--- config.mk ---
export PLATFORM = sky130hd
export DESIGN_NAME = distinct_neighbor_counter_hysteresis_core
export DESIGN_NICKNAME = d
export VERILOG_FILES = /design/src/dnch_pkg.sv /design/src/dnch_ram.sv /design/src/distinct_neighbor_counter_hysteresis_core.sv
export SDC_FILE = /design/constraint.sdc
export NUM_CORES = 1
export LEC_CHECK = 0
export BUFFER_PORTS_ARGS = -buffer_cell sky130_fd_sc_hd__buf_2
export CAP_MARGIN = 30
export CORE_ASPECT_RATIO = 1.75
export CORE_UTILIZATION = 62
export DETAILED_ROUTE_END_ITERATION = 6
export PLACE_DENSITY = 0.8
export SYNTH_ARGS = -nofsm -noshare
export SYNTH_HDL_FRONTEND = slang
export SYNTH_SLANG_ARGS = --single-unit
--- constraint.sdc ---
create_clock -name clk -period 3.5 [get_ports clk]
set_clock_uncertainty 0.15 [all_clocks]
set_input_delay 0.175 -clock clk [delete_from_list [all_inputs] [get_ports clk]]
set_output_delay 0.175 -clock clk [all_outputs]
set_load 0.01 [all_outputs]
--- src/dnch_pkg.sv ---
`default_nettype none
// ----------------------------------------------------------------------------
// dnch_pkg
// Shared widths, status codes and register indexes of the neighbor counter.
// ----------------------------------------------------------------------------
package dnch_pkg;

	localparam int unsigned CmdW   = 1;
	localparam int unsigned IdW    = 8;
	localparam int unsigned StatW  = 2;
	localparam int unsigned CntW   = 6;
	localparam int unsigned WinW   = 16;
	localparam int unsigned ThrW   = 6;
	localparam int unsigned CfgIdxW = 2;
	localparam int unsigned CfgDatW = 16;

	typedef logic [StatW-1:0] status_t;
	typedef logic [CfgIdxW-1:0] cfg_idx_t;

	localparam status_t STAT_NONE  = 2'd0;
	localparam status_t STAT_NEW   = 2'd1;
	localparam status_t STAT_KNOWN = 2'd2;
	localparam status_t STAT_DROP  = 2'd3;

	localparam logic [CmdW-1:0] CMD_MSG  = 1'b0;
	localparam logic [CmdW-1:0] CMD_TICK = 1'b1;

	localparam cfg_idx_t REG_WINDOW = 2'd0;
	localparam cfg_idx_t REG_ENTER  = 2'd1;
	localparam cfg_idx_t REG_LEAVE  = 2'd2;

	localparam logic [WinW-1:0] WINDOW_RST = 16'd64;
	localparam logic [ThrW-1:0] ENTER_RST  = 6'd4;
	localparam logic [ThrW-1:0] LEAVE_RST  = 6'd1;

endpackage
`default_nettype wire

--- src/dnch_ram.sv ---
`default_nettype none
// ----------------------------------------------------------------------------
// dnch_ram
// Generic single write, single read RAM with registered read data.
// ----------------------------------------------------------------------------
module dnch_ram #(
	parameter int unsigned WIDTH = 8,
	parameter int unsigned DEPTH = 32,
	localparam int unsigned AW = (DEPTH > 1) ? $clog2(DEPTH) : 1
) (
	input  wire logic             clk,
	input  wire logic             wr_en,
	input  wire logic [AW-1:0]    wr_addr,
	input  wire logic [WIDTH-1:0] wr_data,
	input  wire logic             rd_en,
	input  wire logic [AW-1:0]    rd_addr,
	output logic      [WIDTH-1:0] rd_data
);

	logic [WIDTH-1:0] mem_q [DEPTH];

	always_ff @(posedge clk) begin
		if (wr_en) begin
			mem_q[wr_addr] <= wr_data;
		end
		if (rd_en) begin
			rd_data <= mem_q[rd_addr];
		end
	end

endmodule
`default_nettype wire

--- src/distinct_neighbor_counter_hysteresis_core.sv ---
`default_nettype none
// ----------------------------------------------------------------------------
// distinct_neighbor_counter_hysteresis_core
// Collects distinct neighbor IDs per sampling window and applies a
// two-threshold hysteresis mode on the count at each window close.
// ----------------------------------------------------------------------------
// Channel  Direction  Handshake          Payload
// in       sink       in_valid/in_ready  command, neighbor_id
// out      source     out_valid/out_ready id_status, sampled, neighbor_count,
//                                        applied_mode, next_mode
// cfg      sink       cfg_valid/cfg_ready cfg_index, cfg_data
//
// A tick or an ID of zero goes from EXEC straight to DONE, with no table scan.
// A message with a nonzero ID scans the stored IDs through the table RAM
// read port, one entry a cycle, until the first match or the last stored entry.
// IDs fill the table in order, so a fill count replaces a clearing pass:
// reset and window close empty the table by clearing the fill count.
// A result waits in the output register while the next request is taken;
// a second finished result holds the sequencer until the register frees.
// ----------------------------------------------------------------------------
module distinct_neighbor_counter_hysteresis_core
	import dnch_pkg::*;
#(
	parameter int unsigned TABLE_SIZE = 32
) (
	input  wire logic                clk,
	input  wire logic                arst_n,
	input  wire logic                in_valid,
	output logic                     in_ready,
	input  wire logic [CmdW-1:0]     command,
	input  wire logic [IdW-1:0]      neighbor_id,
	output logic                     out_valid,
	input  wire logic                out_ready,
	output logic [StatW-1:0]         id_status,
	output logic                     sampled,
	output logic [CntW-1:0]          neighbor_count,
	output logic                     applied_mode,
	output logic                     next_mode,
	input  wire logic                cfg_valid,
	output logic                     cfg_ready,
	input  wire logic [CfgIdxW-1:0]  cfg_index,
	input  wire logic [CfgDatW-1:0]  cfg_data
);

	localparam int unsigned CW   = $clog2(TABLE_SIZE + 1);
	localparam int unsigned AW   = (TABLE_SIZE > 1) ? $clog2(TABLE_SIZE) : 1;
	localparam int unsigned CMPW = (CW > ThrW) ? CW : ThrW;
	localparam logic [CW-1:0] FULL = CW'(TABLE_SIZE);
	localparam logic [CMPW-1:0] SAT = CMPW'((1 << CntW) - 1);

	localparam logic [1:0] ST_IDLE = 2'd0;
	localparam logic [1:0] ST_EXEC = 2'd1;
	localparam logic [1:0] ST_SCAN = 2'd2;
	localparam logic [1:0] ST_DONE = 2'd3;

	logic [1:0]       state_q;
	logic [WinW-1:0]  window_q;
	logic [ThrW-1:0]  enter_q;
	logic [ThrW-1:0]  leave_q;
	logic [WinW-1:0]  ticks_q;
	logic             mode_q;
	logic [CW-1:0]    fill_q;
	logic [CW-1:0]    addr_q;
	logic             pend_s1;
	logic             out_valid_q;

	logic [CmdW-1:0]  cmd_q;
	logic [IdW-1:0]   id_q;
	status_t          stat_q;
	logic             samp_q;
	logic [CntW-1:0]  cnt_q;
	logic             app_q;

	status_t          o_stat_q;
	logic             o_samp_q;
	logic [CntW-1:0]  o_cnt_q;
	logic             o_app_q;
	logic             o_next_q;

	logic             in_acc;
	logic             rd_en;
	logic [IdW-1:0]   rd_data;
	logic             hit;
	logic             miss_end;
	logic             full;
	logic             wr_en;
	logic             out_load;
	logic [WinW-1:0]  tick_nx;
	logic             close;
	logic [CMPW-1:0]  count_w;

	assign in_ready  = (state_q == ST_IDLE);
	assign in_acc    = in_valid && in_ready;
	assign cfg_ready = 1'b1;

	assign rd_en    = (state_q == ST_SCAN) && (addr_q < fill_q);
	assign hit      = (state_q == ST_SCAN) && pend_s1 && (rd_data == id_q);
	assign miss_end = !rd_en && !pend_s1;
	assign full     = (fill_q == FULL);
	assign wr_en    = (state_q == ST_SCAN) && !hit && miss_end && !full;
	assign out_load = (state_q == ST_DONE) && (!out_valid_q || out_ready);
	assign tick_nx  = ticks_q + WinW'(1);
	assign close    = (tick_nx >= window_q);
	assign count_w  = CMPW'(fill_q);

	dnch_ram #(
		.WIDTH (IdW),
		.DEPTH (TABLE_SIZE)
	) u_table (
		.clk     (clk),
		.wr_en   (wr_en),
		.wr_addr (fill_q[AW-1:0]),
		.wr_data (id_q),
		.rd_en   (rd_en),
		.rd_addr (addr_q[AW-1:0]),
		.rd_data (rd_data)
	);

	always_ff @(posedge clk or negedge arst_n) begin
		if (!arst_n) begin
			window_q <= WINDOW_RST;
			enter_q  <= ENTER_RST;
			leave_q  <= LEAVE_RST;
		end else if (cfg_valid) begin
			case (cfg_index)
				REG_WINDOW: window_q <= cfg_data;
				REG_ENTER:  enter_q  <= cfg_data[ThrW-1:0];
				REG_LEAVE:  leave_q  <= cfg_data[ThrW-1:0];
				default:    ;
			endcase
		end
	end

	always_ff @(posedge clk or negedge arst_n) begin
		if (!arst_n) begin
			state_q     <= ST_IDLE;
			ticks_q     <= '0;
			mode_q      <= 1'b0;
			fill_q      <= '0;
			addr_q      <= '0;
			pend_s1     <= 1'b0;
			out_valid_q <= 1'b0;
		end else begin
			if (out_load) begin
				out_valid_q <= 1'b1;
			end else if (out_ready) begin
				out_valid_q <= 1'b0;
			end
			case (state_q)
				ST_IDLE: begin
					if (in_acc) begin
						state_q <= ST_EXEC;
					end
				end
				ST_EXEC: begin
					addr_q  <= '0;
					pend_s1 <= 1'b0;
					if (cmd_q == CMD_TICK) begin
						state_q <= ST_DONE;
						if (close) begin
							ticks_q <= '0;
							fill_q  <= '0;
							if (!mode_q && (count_w >= CMPW'(enter_q))) begin
								mode_q <= 1'b1;
							end else if (mode_q && (count_w < CMPW'(leave_q))) begin
								mode_q <= 1'b0;
							end
						end else begin
							ticks_q <= tick_nx;
						end
					end else if (id_q == '0) begin
						state_q <= ST_DONE;
					end else begin
						state_q <= ST_SCAN;
					end
				end
				ST_SCAN: begin
					pend_s1 <= rd_en;
					if (rd_en) begin
						addr_q <= addr_q + CW'(1);
					end
					if (hit || miss_end) begin
						state_q <= ST_DONE;
					end
					if (wr_en) begin
						fill_q <= fill_q + CW'(1);
					end
				end
				ST_DONE: begin
					if (out_load) begin
						state_q <= ST_IDLE;
					end
				end
				default: state_q <= ST_IDLE;
			endcase
		end
	end

	always_ff @(posedge clk) begin
		if (in_acc) begin
			cmd_q <= command;
			id_q  <= neighbor_id;
		end
		if (state_q == ST_EXEC) begin
			samp_q <= 1'b0;
			cnt_q  <= '0;
			app_q  <= 1'b0;
			if (cmd_q == CMD_TICK) begin
				stat_q <= STAT_NONE;
				if (close) begin
					samp_q <= 1'b1;
					app_q  <= mode_q;
					cnt_q  <= (count_w > SAT) ? CntW'(SAT) : CntW'(count_w);
				end
			end else begin
				stat_q <= STAT_DROP;
			end
		end
		if ((state_q == ST_SCAN) && (hit || miss_end)) begin
			if (hit) begin
				stat_q <= STAT_KNOWN;
			end else if (full) begin
				stat_q <= STAT_DROP;
			end else begin
				stat_q <= STAT_NEW;
			end
		end
		if (out_load) begin
			o_stat_q <= stat_q;
			o_samp_q <= samp_q;
			o_cnt_q  <= cnt_q;
			o_app_q  <= app_q;
			o_next_q <= mode_q;
		end
	end

	assign out_valid      = out_valid_q;
	assign id_status      = o_stat_q;
	assign sampled        = o_samp_q;
	assign neighbor_count = o_cnt_q;
	assign applied_mode   = o_app_q;
	assign next_mode      = o_next_q;

	a_fill_bound: assert property (@(posedge clk) disable iff (!arst_n)
		fill_q <= FULL)
		else $error("fill count beyond table size");

	a_accept_exec: assert property (@(posedge clk) disable iff (!arst_n)
		in_acc |=> (state_q == ST_EXEC))
		else $error("accepted request did not start execution");

	a_out_from_done: assert property (@(posedge clk) disable iff (!arst_n)
		$rose(out_valid_q) |-> ($past(state_q) == ST_DONE))
		else $error("result raised outside done state");

	a_hit_no_insert: assert property (@(posedge clk) disable iff (!arst_n)
		hit |=> (fill_q == $past(fill_q)))
		else $error("known ID changed fill count");

	a_sample_tick: assert property (@(posedge clk) disable iff (!arst_n)
		(out_valid_q && o_samp_q) |-> (o_stat_q == STAT_NONE))
		else $error("window close reported with message status");

endmodule
`default_nettype wire

==> impl_metrics.env <==
export IMPL_first_pass_iters=5
export IMPL_crit_type="reg -> reg"
export IMPL_die_width_um=120
export IMPL_die_h_um=209
export IMPL_vias_per_cell=6.33
export IMPL_cts_num_sinks=355
export IMPL_track_usage=0.285
export IMPL_htreeDepth=1
export IMPL_grt_ovfl_total=0
export IMPL_synthTopCellsByArea="edfxtp_1 58%, mux4_2 10%, dfrtp_1 9.6%, ha_1 3.5%, mux4_1 2.1%"
export IMPL_clk_pin_slew_ps=70
export IMPL_highest_layer="met4"
export IMPL_vdd_drop_max_mv=0.611
export IMPL_fin_crit_ps=3380
export IMPL_p_leak_nw=6.35
export IMPL_synth_edf_count=294
export IMPL_drtAntennaViolNets=0
export IMPL_cp_max_fo=6
export IMPL_min_delay_start="cfg_index[0]"
export IMPL_cts_path_max_buffers=3
export IMPL_vias=8636
export IMPL_first_global_vias=9158
export IMPL_yosysSeqAreaShare=0.683
export IMPL_rsz0062_at_grt="true"
export IMPL_setup_violations=0
export IMPL_port_buffer_count=44
export IMPL_post_synth_top_count_cell="edfxtp_1"
export IMPL_routedWlPerCell_um=24.9
export IMPL_fin_crit_sh=0.967
export IMPL_dp_hpwl_um=22100
export IMPL_synth_warnings=0
export IMPL_cts_tree="yes"
export IMPL_netlist_area_leader_share=0.582
export IMPL_slew_limit_headroom=0.553
export IMPL_syn_area_um2=15200
export IMPL_cp_end_kind="flop"
export IMPL_start_kind="flop"
export IMPL_synth_area_leader_cell="edfxtp_1"
export IMPL_holdPathEnd="window_q[6]"
export IMPL_area_growth_pct=15.3
export IMPL_antenna_found_initial=0
export IMPL_tightestPinTransition_ps=671
export IMPL_synth_nets=971
export IMPL_rrSetupSlack_ps=120
export IMPL_core_area_um2=24000
export IMPL_rows=75
export IMPL_yosys_top_cells_count="294 x edfxtp_1, 68 x mux4_2, 63 x nand2_1, 60 x nor2_1, 58 x dfrtp_1"
export IMPL_wl_met1_um=11200
export IMPL_finish_utilization=0.727
export IMPL_drcViolationCount=0
export IMPL_r2r_start="ticks_q[5]"
export IMPL_min_path_cells=5
export IMPL_outcome="finished clean"
export IMPL_r2r_cells=12
export IMPL_fin_nets=1110
export IMPL_hp_class="in -> reg"
export IMPL_diodes=0
export IMPL_slew_viol_final=0
export IMPL_cap_violations=0
export IMPL_wirelength_um=33900
export IMPL_place_gp_congestion=0.876
export IMPL_syn_inst=897
export IMPL_ys_flop_type="edfxtp_1"
export IMPL_grt_max_degree=68
export IMPL_max_freq_mhz=296
export IMPL_cp_data_required_time_ps=3780
export IMPL_start_util=0.631
export IMPL_p_per_area_nw_per_um2=669
export IMPL_cts_root_buf="clkbuf_16"
export IMPL_layout_drive_gt1_share=0.256
export IMPL_hold_slack_ps=7.52
export IMPL_reg2reg_to="ticks_q[2]"
export IMPL_clk_latency_ps=550
export IMPL_ys_seq_elements=355
export IMPL_grt_pass1_wl_um=52200
export IMPL_num_io_pins=46
export IMPL_die_area_um2=25100
export IMPL_wl_met2_um=19500
export IMPL_final_hold_viol_count=0
export IMPL_wl_met3_um=1760
export IMPL_synthArstFlopShare=0.172
export IMPL_cp_arrival_ps=3670
export IMPL_syn_area_per_cell_um2=16.9
export IMPL_cts_inserted_buffers=29
export IMPL_first_iter_violations=728
export IMPL_synth_cell_type_count=63
-- what timing repair did --
action,4_1_cts,5_1_grt
endpoints found under the setup margin,2,23
hold endpoints to repair,64,0
pin swaps,0,3
resized for setup,2,7
hold buffers,28,0
buffers inserted,0,1
-- cells in the final DEF, fill, tap and decap left out, types with 6 or more instances in the layout --
master / instances
ha_1: 42
bufinv_16: 6
mux4_2: 68
dfrtp_1: 56
dlygate4sd3_1: 28
nand2_1: 63
nor2_1: 59
buf_2: 44
and2_1: 10
nand4_1: 11
nand3_1: 18
a21o_1: 12
o21ai_0: 30
clkbuf_16: 29
xor2_1: 6
inv_1: 42
a21oi_1: 19
buf_4: 66
xnor2_1: 18
nand2b_1: 7
mux2_2: 23
mux4_1: 12
edfxtp_1: 294
-- metal layers --
metal  up-vias  GRT usage
li1       3761          -
met1      4349      0.318
met2       419      0.544
met3       107     0.0297
met4         0      0.113
met5         -          0
-- through the flow --
step	setup slack [ps]	TNS [ps]	cell area [µm²]	cells	power (mW)
finish	116	0	17500	1365	11.7
global route	-34.9	-58.9	17500	1365	12.1
CTS	39.7	0	17400	1364	11.7
detailed placement	-23.9	-23.9	16100	1284	8.19
global placement	140	0	16100	1284	8.09
floorplan	274	0	15200	897	7.27
-- power by group --
part           internal [mW]  switching [mW]  total (mW)
logic                   1.28            1.62        2.90
clock network           2.00            1.47        3.48
registers               5.07           0.235        5.31
total                   8.36            3.33        11.7
-- sequential cells by signal, summed over array words and instances (netlist names), 2 cells and up --
| register | cells |
|---|---|
| stat_q | 2 |
| cnt_q | 6 |
| u_table.mem_q | 256 |
| u_table.rd_data | 8 |
| window_q | 16 |
| neighbor_count | 6 |
| leave_q | 6 |
| state_q | 2 |
| id_q | 8 |
| addr_q | 6 |
| count_w | 6 |
| ticks_q | 16 |
| enter_q | 6 |
| id_status | 2 |
-- cell families (layout without fill, tap and decap cells) --
kind of cell / after synthesis / after routing / share of synthesized area
XOR/XNOR: 24 / 24 / 0.0139
AND/OR/NAND/NOR: 193 / 193 / 0.0612
multiplexers: 109 / 109 / 0.143
flip-flops: 355 / 355 / 0.683
adder cells (fa/ha/maj): 42 / 42 / 0.0347
other: 1 / 1 / 0.000247
buffers and inverters: 76 / 236 / 0.0232
AO/OA/AOI/OAI: 97 / 97 / 0.0408
-- worst max path at each step --
stage / from / cells after the start / slack, ps / to
2_1_floorplan: ticks_q[2] / 12 / 270 / count_w[0]
3_3_place_gp: ticks_q[5] / 14 / 140 / count_w[1]
3_5_place_dp: ticks_q[5] / 14 / -20 / mode_q
4_1_cts: ticks_q[5] / 14 / 40 / mode_q
5_1_grt: ticks_q[5] / 14 / -30 / mode_q
6_report: ticks_q[5] / 12 / 120 / ticks_q[2]
-- worst max-delay path, stage by stage (launching register included) --
cell      delay [ps]
dfrtp_1          420
and4_4           260
nand4_4          150
buf_4            190
xnor2_1          170
ha_1             340
nand2_1           90
or3_1            330
o221ai_1         400
a21o_1           310
buf_4            190
o21ai_0           70
a22o_1           200
-- area by class of cell --
| type | count | area (µm²) |
|---|---|---|
| inverter | 43 | 161 |
| multi-input combinational | 466 | 4490 |
| timing repair buffer | 141 | 1060 |
| fill | 1424 | 6550 |
| clock buffer | 34 | 764 |
| sequential | 355 | 10400 |
| tap | 308 | 385 |
| clock inverter | 18 | 249 |
Note: power is estimated with default switching activity, not from simulation.
